$ cat config.mk
export PLATFORM = sky130hd
export DESIGN_NAME = song_position_sequencer_core
export DESIGN_NICKNAME = d
export VERILOG_FILES = /design/src/hdl/sps_pkg.sv /design/src/hdl/sps_table_ram.sv /design/src/hdl/song_position_sequencer_core.sv
export SDC_FILE = /design/constraint.sdc
export NUM_CORES = 2
export LEC_CHECK = 0
export BUFFER_PORTS_ARGS = -buffer_cell sky130_fd_sc_hd__buf_2
export CAP_MARGIN = 10
export CORE_UTILIZATION = 50
export CTS_CLUSTER_SIZE = 14
export DETAILED_ROUTE_END_ITERATION = 10
export PLACE_DENSITY = 0.65
export SLEW_MARGIN = 20
export SYNTH_ARGS = -nofsm -noshare
export SYNTH_HDL_FRONTEND = slang
export SYNTH_MEMORY_MAX_BITS = 65536
export SYNTH_SLANG_ARGS = --single-unit
export TNS_END_PERCENT = 30
$ cat constraint.sdc
create_clock -name i_clk -period 4.3 [get_ports i_clk]
set_input_delay 0.215 -clock i_clk [delete_from_list [all_inputs] [get_ports i_clk]]
set_output_delay 0.215 -clock i_clk [all_outputs]
set_load 0.02 [all_outputs]
$ cat src/hdl/sps_pkg.sv
package sps_pkg;

    localparam int MAX_POSITIONS = 256;
    localparam int MAX_PATTERNS  = 256;
    localparam int MAX_LINES     = 256;

    localparam int POS_AW  = $clog2(MAX_POSITIONS);
    localparam int PAT_AW  = $clog2(MAX_PATTERNS);
    localparam int POS_W   = 9;
    localparam int SCAN_W  = POS_W + 1;
    localparam int PATN_W  = 8;
    localparam int LINE_W  = 8;
    localparam int LEN_W   = 9;
    localparam int MODE_W  = 3;
    localparam int IDX_W   = 8;
    localparam int VAL_W   = 9;
    localparam int CFG_AW  = 1;
    localparam int CFG_DW  = 9;

    localparam logic [MODE_W-1:0] MODE_ADVANCE     = 3'd0;
    localparam logic [MODE_W-1:0] MODE_LOAD_ORDER  = 3'd1;
    localparam logic [MODE_W-1:0] MODE_LOAD_LENGTH = 3'd2;
    localparam logic [MODE_W-1:0] MODE_LOAD_SELECT = 3'd3;
    localparam logic [MODE_W-1:0] MODE_START       = 3'd4;

    localparam logic [CFG_AW-1:0] CFG_SONG_LENGTH = 1'd0;
    localparam logic [CFG_AW-1:0] CFG_BLOCK_MODE  = 1'd1;

    typedef struct packed {
        logic [MODE_W-1:0] mode;
        logic [IDX_W-1:0]  entry_index;
        logic [VAL_W-1:0]  entry_value;
    } t_item;

    typedef struct packed {
        logic [POS_W-1:0]  position;
        logic [PATN_W-1:0] pattern;
        logic [LINE_W-1:0] line;
        logic              pattern_changed;
        logic              song_wrapped;
    } t_result;

endpackage

$ cat src/hdl/sps_table_ram.sv
module sps_table_ram #(
    parameter int WIDTH = 8,
    parameter int DEPTH = 256
) (
    input  logic                     i_clk,
    input  logic                     i_we,
    input  logic [$clog2(DEPTH)-1:0] i_waddr,
    input  logic [WIDTH-1:0]         i_wdata,
    input  logic                     i_re,
    input  logic [$clog2(DEPTH)-1:0] i_raddr,
    output logic [WIDTH-1:0]         o_rdata
);

    logic [WIDTH-1:0] r_mem [DEPTH];
    logic [WIDTH-1:0] r_rdata;

    always_ff @(posedge i_clk) begin
        if (i_we) begin
            r_mem[i_waddr] <= i_wdata;
        end
        if (i_re) begin
            r_rdata <= r_mem[i_raddr];
        end
    end

    assign o_rdata = r_rdata;

endmodule

$ cat src/hdl/song_position_sequencer_core.sv
// Load and unused items finish from idle; an advance reads the length table, and at pattern
// end then the order table, in block mode after a scan of positions with one select flag
// tested per select table read; a start reads the order table. Throughput: one item at a
// time; the next item may be accepted in the cycle of the strobe. Reset clears position,
// pattern, line, block mode and select flags and sets song length to 1; order and length
// tables hold nothing until loaded. The receiver cannot stall: each result shows for one cycle.
module song_position_sequencer_core
    import sps_pkg::*;
(
    input  logic              i_clk,
    input  logic              i_rst_n,
    input  logic              i_start,
    input  t_item             i_item,
    output logic              o_busy,
    output logic              o_done,
    output t_result           o_result,
    input  logic              i_cfg_we,
    input  logic [CFG_AW-1:0] i_cfg_index,
    input  logic [CFG_DW-1:0] i_cfg_data
);

    localparam logic [2:0] ST_IDLE     = 3'd0;
    localparam logic [2:0] ST_LEN      = 3'd1;
    localparam logic [2:0] ST_SCAN_RD  = 3'd2;
    localparam logic [2:0] ST_SCAN_CHK = 3'd3;
    localparam logic [2:0] ST_ORD_RD   = 3'd4;
    localparam logic [2:0] ST_ORD_DONE = 3'd5;

    localparam logic [SCAN_W-1:0] SCAN_END = SCAN_W'(MAX_POSITIONS);
    localparam logic [POS_W-1:0]  POS_END  = POS_W'(MAX_POSITIONS);

    logic [2:0]             r_state;
    logic                   r_done;
    logic [POS_W-1:0]       r_song_length;
    logic                   r_block_mode;
    logic [MAX_POSITIONS-1:0] r_sel_valid;
    logic [POS_W-1:0]       r_cur_position;
    logic [PATN_W-1:0]      r_cur_pattern;
    logic [LINE_W-1:0]      r_cur_line;

    logic [SCAN_W-1:0]      r_scan;
    logic [POS_W-1:0]       r_limit;
    logic                   r_wrap;
    logic                   r_ord_ok;
    logic                   r_sel_vld;
    logic                   r_changed;
    logic                   r_wrapped;

    logic                   accept;
    logic [POS_W-1:0]       bound;
    logic [LINE_W:0]        line_next;
    logic                   line_end;
    logic [SCAN_W-1:0]      pos_next;
    logic                   scan_stop;
    logic                   sel_hit;

    logic [PATN_W-1:0]      order_rdata;
    logic [LEN_W-1:0]       len_rdata;
    logic                   sel_rdata;

    assign accept    = i_start && (r_state == ST_IDLE);
    assign bound     = (r_song_length > POS_END) ? POS_END : r_song_length;
    assign line_next = {1'b0, r_cur_line} + (LINE_W+1)'(1);
    assign line_end  = ({1'b0, line_next} >= {1'b0, len_rdata}) || line_next[LINE_W];
    assign pos_next  = {1'b0, r_cur_position} + SCAN_W'(1);
    assign scan_stop = r_scan >= {1'b0, r_limit};
    assign sel_hit   = sel_rdata && r_sel_vld;

    sps_table_ram #(.WIDTH(PATN_W), .DEPTH(MAX_POSITIONS)) u_order_ram (
        .i_clk   (i_clk),
        .i_we    (accept && (i_item.mode == MODE_LOAD_ORDER)),
        .i_waddr (i_item.entry_index[POS_AW-1:0]),
        .i_wdata (i_item.entry_value[PATN_W-1:0]),
        .i_re    (r_state == ST_ORD_RD),
        .i_raddr (r_scan[POS_AW-1:0]),
        .o_rdata (order_rdata)
    );

    sps_table_ram #(.WIDTH(LEN_W), .DEPTH(MAX_PATTERNS)) u_length_ram (
        .i_clk   (i_clk),
        .i_we    (accept && (i_item.mode == MODE_LOAD_LENGTH)),
        .i_waddr (i_item.entry_index[PAT_AW-1:0]),
        .i_wdata (i_item.entry_value[LEN_W-1:0]),
        .i_re    (accept && (i_item.mode == MODE_ADVANCE)),
        .i_raddr (r_cur_pattern[PAT_AW-1:0]),
        .o_rdata (len_rdata)
    );

    sps_table_ram #(.WIDTH(1), .DEPTH(MAX_POSITIONS)) u_select_ram (
        .i_clk   (i_clk),
        .i_we    (accept && (i_item.mode == MODE_LOAD_SELECT)),
        .i_waddr (i_item.entry_index[POS_AW-1:0]),
        .i_wdata (i_item.entry_value[0]),
        .i_re    (r_state == ST_SCAN_RD),
        .i_raddr (r_scan[POS_AW-1:0]),
        .o_rdata (sel_rdata)
    );

    always_ff @(posedge i_clk) begin
        if (!i_rst_n) begin
            r_state        <= ST_IDLE;
            r_done         <= 1'b0;
            r_song_length  <= POS_W'(1);
            r_block_mode   <= 1'b0;
            r_sel_valid    <= '0;
            r_cur_position <= '0;
            r_cur_pattern  <= '0;
            r_cur_line     <= '0;
        end else begin
            r_done <= 1'b0;
            if (i_cfg_we) begin
                case (i_cfg_index)
                    CFG_SONG_LENGTH: r_song_length <= i_cfg_data[POS_W-1:0];
                    CFG_BLOCK_MODE:  r_block_mode  <= i_cfg_data[0];
                    default: ;
                endcase
            end
            case (r_state)
                ST_IDLE: begin
                    if (accept) begin
                        case (i_item.mode)
                            MODE_ADVANCE: begin
                                r_state <= ST_LEN;
                            end
                            MODE_START: begin
                                r_cur_line <= i_item.entry_value[LINE_W-1:0];
                                r_state    <= ST_ORD_RD;
                            end
                            MODE_LOAD_SELECT: begin
                                r_sel_valid[i_item.entry_index[POS_AW-1:0]] <= 1'b1;
                                r_done <= 1'b1;
                            end
                            default: begin
                                r_done <= 1'b1;
                            end
                        endcase
                    end
                end
                ST_LEN: begin
                    if (line_end) begin
                        r_cur_line <= '0;
                        r_state    <= r_block_mode ? ST_SCAN_RD : ST_ORD_RD;
                    end else begin
                        r_cur_line <= line_next[LINE_W-1:0];
                        r_done     <= 1'b1;
                        r_state    <= ST_IDLE;
                    end
                end
                ST_SCAN_RD: begin
                    if (!scan_stop) begin
                        r_state <= ST_SCAN_CHK;
                    end else if (r_wrap) begin
                        r_state <= ST_ORD_RD;
                    end
                end
                ST_SCAN_CHK: begin
                    r_state <= sel_hit ? ST_ORD_RD : ST_SCAN_RD;
                end
                ST_ORD_RD: begin
                    r_state <= ST_ORD_DONE;
                end
                ST_ORD_DONE: begin
                    r_cur_position <= r_scan[POS_W-1:0];
                    r_cur_pattern  <= r_ord_ok ? order_rdata : '0;
                    r_done         <= 1'b1;
                    r_state        <= ST_IDLE;
                end
                default: begin
                    r_state <= ST_IDLE;
                end
            endcase
        end
    end

    always_ff @(posedge i_clk) begin
        case (r_state)
            ST_IDLE: begin
                if (accept) begin
                    r_scan    <= {2'b00, i_item.entry_index};
                    r_wrap    <= 1'b0;
                    r_changed <= (i_item.mode == MODE_START);
                    r_wrapped <= 1'b0;
                end
            end
            ST_LEN: begin
                r_changed <= line_end;
                r_wrapped <= 1'b0;
                if (r_block_mode) begin
                    r_scan  <= pos_next;
                    r_limit <= POS_END;
                    r_wrap  <= 1'b0;
                end else if (pos_next >= {1'b0, bound}) begin
                    r_scan <= '0;
                    r_wrap <= 1'b1;
                end else begin
                    r_scan <= pos_next;
                    r_wrap <= 1'b0;
                end
            end
            ST_SCAN_RD: begin
                r_sel_vld <= r_sel_valid[r_scan[POS_AW-1:0]];
                if (scan_stop && !r_wrap) begin
                    r_scan  <= '0;
                    r_limit <= bound;
                    r_wrap  <= 1'b1;
                end
            end
            ST_SCAN_CHK: begin
                if (!sel_hit) begin
                    r_scan <= r_scan + SCAN_W'(1);
                end
            end
            ST_ORD_RD: begin
                r_ord_ok <= r_scan < SCAN_END;
            end
            ST_ORD_DONE: begin
                r_wrapped <= r_wrap;
            end
            default: ;
        endcase
    end

    assign o_busy   = (r_state != ST_IDLE);
    assign o_done   = r_done;
    assign o_result = '{position:        r_cur_position,
                        pattern:         r_cur_pattern,
                        line:            r_cur_line,
                        pattern_changed: r_changed,
                        song_wrapped:    r_wrapped};

    a_done_idle: assert property (@(posedge i_clk) disable iff (!i_rst_n)
        o_done |-> !o_busy)
        else $error("result strobe while busy");

    a_load_one_cycle: assert property (@(posedge i_clk) disable iff (!i_rst_n)
        accept && (i_item.mode == MODE_LOAD_ORDER || i_item.mode == MODE_LOAD_LENGTH ||
                   i_item.mode == MODE_LOAD_SELECT) |=> o_done && !o_result.pattern_changed)
        else $error("load item not reported in one cycle");

    a_wrap_changes: assert property (@(posedge i_clk) disable iff (!i_rst_n)
        o_done && o_result.song_wrapped |-> o_result.pattern_changed)
        else $error("wrap without position change");

    a_scan_order: assert property (@(posedge i_clk) disable iff (!i_rst_n)
        r_state == ST_SCAN_CHK |-> $past(r_state) == ST_SCAN_RD)
        else $error("select check without a select read");

    a_scan_bound: assert property (@(posedge i_clk) disable iff (!i_rst_n)
        r_state == ST_SCAN_CHK |-> r_scan < SCAN_END)
        else $error("select read beyond the table");

endmodule
Yosys cells after proc, flatten, opt, wreduce, memory -nomap -nowiden:

Memories as Yosys holds them, arrays and structs flattened. A register that Yosys moved wholly into a read port is not among the register bits.
Cells that the tools add are included.

* memories kept: 3
* logic and storage cells: 121
* memory bits (writable): 4608
* input bits: 34
* register bits after elaboration: 319
* output and inout port bits: 29

* mux-type cells: 45
* add/subtract/negate cells: 3
* bitwise operators: 2
* reductions and logical operators: 29
* magnitude comparators: 8
* eq/ne operators: 16

Memory list
* u_length_ram.r_mem: words 256, width 9, rd ports 1, clocked after Yosys merged registers in 1, wr ports 1, RTL line sps_table_ram.sv:14 `logic [WIDTH-1:0] r_mem [DEPTH];`
* u_order_ram.r_mem: words 256, width 8, rd ports 1, clocked after Yosys merged registers in 1, wr ports 1, RTL line sps_table_ram.sv:14
* u_select_ram.r_mem: words 256, width 1, rd ports 1, clocked after Yosys merged registers in 1, wr ports 1, RTL line sps_table_ram.sv:14

Operators by type and width (number)
* $or 256x256->256: 1
* $mux 10: 5
* $pmux 10 s4: 1
* $mux 8: 4
* $mux 9: 3
* $ge 10x9->1: 2
* $lt 8x9->1 const B: 2
* $mux 3: 6
* $pmux 9 s2: 1
* $mux 1: 16
* $pmux 8 s2: 1
* $pmux 3 s5: 1
* $reduce_and 3->1: 5
* $eq 3x2->1 const B: 4
* $add 10x1->10 const B: 1
* $add 9x1->10 const B: 1
* $lt 10x9->1 const B: 1
* $add 8x1->9 const B: 1
* $eq 3x3->1 const B: 3
* $ge 9x9->1: 1
* $gt 9x9->1 const B: 1
* $pmux 1 s3: 3
* $reduce_bool 3->1: 3
* $bmux 1 s8: 1
* other kinds (19): 35

Logic depth before layout (Yosys ltp):

* depth in word-level cells: 6
* mapped depth: 14
* gate-level depth less buffers: 11

By module:

From an unflattened synthesis, not the netlist that was laid out.

* cells, all modules: 10346
* area total of the unflattened synthesis: 194989.5 sq um

By module, submodules not included
* sps_table_ram at u_length_ram: cells each 4237, area each 89368.2 sq um, times used 1, sequential area each 69456.6 sq um
* sps_table_ram at u_order_ram: cells each 3733, area each 79636.4 sq um, times used 1, sequential area each 61739.2 sq um
* song_position_sequencer_core: cells each 1588, area each 14846.7 sq um, times used 1, sequential area each 6626.4 sq um
* sps_table_ram at u_select_ram: cells each 788, area each 11138.2 sq um, times used 1, sequential area each 7717.4 sq um

Least setup slack after synthesis:

Ideal clock, no wire load.

* kind: reg-to-reg
* start point: register r_scan[0]
* end point: register r_scan[0] (enable)
* buffers on the path: 5
* required time: 3.910 ns
* clock period less this slack: 3.320 ns
* slack: 0.980 ns
* arrival time: 2.930 ns
* cell stages (with the launch flop): 15
* cells stage by stage: edfxtp_1 -> buf_6 -> buf_12 -> buf_12 -> buf_8 -> buf_12 -> inv_2 -> ha_1 -> nand2b_1 -> a21o_1 -> a21oi_1 -> o21ai_0 -> a31o_2 -> a311oi_1 -> nor3_1

* cells in the longest elaborated chain, start to end: 4

Ends and longest elaborated chain
* start, declared: RTL line song_position_sequencer_core.sv:41 `logic [SCAN_W-1:0] r_scan;`
* start signal, assigned: RTL line song_position_sequencer_core.sv:179 `r_scan <= {2'b00, i_item.entry_index};`
* start signal, assigned: RTL line song_position_sequencer_core.sv:189 `r_scan <= pos_next;`
* start signal, assigned: RTL line song_position_sequencer_core.sv:196 `r_scan <= pos_next;`
* $ge 10x9->1: RTL line song_position_sequencer_core.sv:66 `assign scan_stop = r_scan >= {1'b0, r_limit};`
* $logic_and 1x1->1: RTL line song_position_sequencer_core.sv:202 `if (scan_stop && !r_wrap) begin`
* $ne 2x2->1 (no source line)
* $reduce_and 4->1 (no source line)

No other way between the ends.
A chain may end at the register's enable or synchronous reset.

==> flow_summary.json <==
{
  "p_leak_nw": 69.9,
  "cp.required_ns": 5.11,
  "avgSynthCellArea_um2": 20.1,
  "synth_cell_type_count": 83,
  "drt-vias-per-instance": 6.46,
  "wl_um": 566000,
  "skew_ns": 0.0908,
  "critPathArrivalTime_ns": 5.03,
  "rsz0062_at_grt": "no",
  "port_buffers": 62,
  "fin_crit_sh": 0.980,
  "ant_nets": 0,
  "clockBufferDepth": 4,
  "hold_viol_final": 0,
  "drt_iter0_drc": 15100,
  "worst_pin_slew_ns": 1.20,
  "drc_errors": 0,
  "maxCapViolations": 0,
  "startpoint_type": "flip-flop",
  "synthArstFlopShare": 0,
  "dr_total_vias": 104000,
  "cts_made_buffers": 485,
  "start_util": 0.503,
  "h-tree-depth": 5,
  "fmax_ghz": 0.237,
  "yosys_warnings": 0,
  "grt_pass1_vias": 103000,
  "final_cells": 16100,
  "switching_share": 0.212,
  "grt_max_degree": 189,
  "post-cts-setup-buffers": 0,
  "power_density_nw_per_um2": 446,
  "syn_to_final_growth_pct": 14.3,
  "syn_area_um2": 194000,
  "grt-ovfl-total": 0,
  "gp_congestion": 0.957,
  "core_area_um2": 386000,
  "wl_per_cell_um": 35.1,
  "fin_ws_ns": 0.0840,
  "die_w_um": 625,
  "rows": 228,
  "postLayoutCoreUtil": 0.575,
  "critical_path_class": "flip-flop to flip-flop",
  "slew_viol_final": 0,
  "dp_slack_ns": 0.256,
  "first_pass_iters": 8,
  "synth.most_common_cell": "edfxtp_1",
  "p_sw_mw": 20.9,
  "p_int_mw": 77.9,
  "dp_cells": 15100,
  "grt_use_total": 0.287,
  "antenna_found_initial": 54,
  "yosys-top-cells-count": "4,650 x edfxtp_1, 1,189 x mux4_2, 850 x nor2_1",
  "endpoint_kind": "flip-flop",
  "relSlewSlack": 0.199,
  "nets": 10600,
  "drive_gt1_frac": 0.266,
  "synth_top_area_cell": "edfxtp_1",
  "postPlaceCellArea_um2": 205000,
  "postSynthCellCount": 9629,
  "cts.sinks": 4945,
  "io_pins": 63,
  "synth-seq-cells": 4945,
  "combPwrFrac": 0.042,
  "setup_violations": 0,
  "yosys_most_used_dff": "edfxtp_1",
  "hpwl_um": 375000,
  "fin_crit_ns": 4.22,
  "synth_area_leaders": "edfxtp_1 72%, mux4_2 14%, dfxtp_1 3.0%, nor2_1 1.6%, mux2i_1 1.3%",
  "synth_edf_count": 4650,
  "stdcell_area_um2": 222000,
  "hp-class": "primary input to flip-flop",
  "tritoncts": "done",
  "synth_top_area_frac": 0.720,
  "synth-seq-area-share": 0.750,
  "path_clk_slew_ns": 0.07,
  "clk_latency_ns": 1.06,
  "pwr-share-seq": 0.533,
  "fin_tns_setup_ns": 0,
  "status": "finished clean",
  "crit_fanout": 54,
  "die-height_um": 625,
  "die-area_um2": 391000,
  "ir_drop_uv": 431,
  "power_frac_clock": 0.425,
  "cts_root_buf": "clkbuf_16",
  "syn_nets": 9693,
  "whs_ns": 0.105,
  "grt_pass1_wl_um": 788000,
  "power_mw": 98.8
}
[per-layer routing]
| layer | vias up | GRT usage | wire length [um] |
|---|---|---|---|
| li1 | 41400 | - | - |
| met1 | 54900 | 0.384 | 209000 |
| met2 | 6629 | 0.447 | 264000 |
| met3 | 1335 | 0.0694 | 61300 |
| met4 | 30 | 0.139 | 32100 |
| met5 | - | 0 | 175 |
[final cells by class]
type                       instances  area, um2
timing repair buffer             999       8880
antenna                           25       62.6
tap                             5175       6470
sequential                      4945     146000
fill                           28200     164000
clock inverter                   286       2660
inverter                          33        129
clock buffer                     625      13100
multi-input combinational       4057      45000
[path summary, 6_finish.rpt]
check,startpoint,end,slack (ns),cells after the start
max,r_scan[1],u_select_ram.o_rdata,0.08,10
min,i_cfg_we,r_block_mode,0.11,5
max reg2reg,r_scan[1],u_select_ram.o_rdata,0.08,10
min reg2reg,r_sel_valid[158],r_sel_valid[158],0.46,1
[cell usage in the layout (no fill, tap or decap), types with 108 or more instances in the layout]
master,instances
nor2_1,836
dfxtp_1,290
edfxtp_1,4650
o21a_1,263
clkinv_1,108
buf_4,772
nand2_1,437
mux2i_1,261
clkbuf_16,496
clkbuf_1,112
a22oi_1,118
mux4_2,1189
[worst max-delay path, cell delays in order (launching register included)]
cell and delay [ns]:
edfxtp_1 0.69, buf_12 0.35, buf_4 0.39, buf_4 0.23, mux4_2 0.35, mux2i_1 0.41
o21ai_1 0.19, nor4_1 0.68, buf_4 0.23, nor2_1 0.04, a32o_1 0.23
[flip-flops by register name, indices dropped and copies added (netlist names)]
name                  count
r_changed                 1
r_cur_pattern             8
r_sel_vld                 1
r_cur_position            9
r_limit                   9
r_sel_valid             256
u_length_ram.o_rdata      9
r_block_mode              1
u_order_ram.r_mem      2048
u_select_ram.o_rdata      1
o_done                    1
r_state                   3
r_wrap                    1
r_ord_ok                  1
r_wrapped                 1
u_order_ram.o_rdata       8
u_select_ram.r_mem      256
r_song_length             9
r_cur_line                8
r_scan                   10
u_length_ram.r_mem     2304
[power by group through the flow]
stage          Combinational, mW  Sequential, mW  Clock [mW]
3_3_place_gp                3.92            53.7           0
3_5_place_dp                4.01            53.7           0
6_report                    4.15            52.7        42.0
4_1_cts                     4.07            52.7        42.4
5_1_grt                     4.26            52.6        44.1
2_1_floorplan               2.02            53.7           0
[timing repair]
action | in CTS | in global routing
hold endpoints to repair | 1135 | 0
setup endpoints to repair | 0 | 1
gates resized for setup | 0 | 1
hold buffers | 63 | 0
[cells by family after synthesis]
logic type	Yosys count	share of synthesized area
buffers and inverters	627	0.0192
AO/OA/AOI/OAI	918	0.0340
multiplexers	1530	0.161
XOR/XNOR	21	0.000948
AND/OR/NAND/NOR	1558	0.0332
flip-flops	4945	0.750
adder cells (fa/ha/maj)	30	0.00193
(Power assumes the default switching activity.)
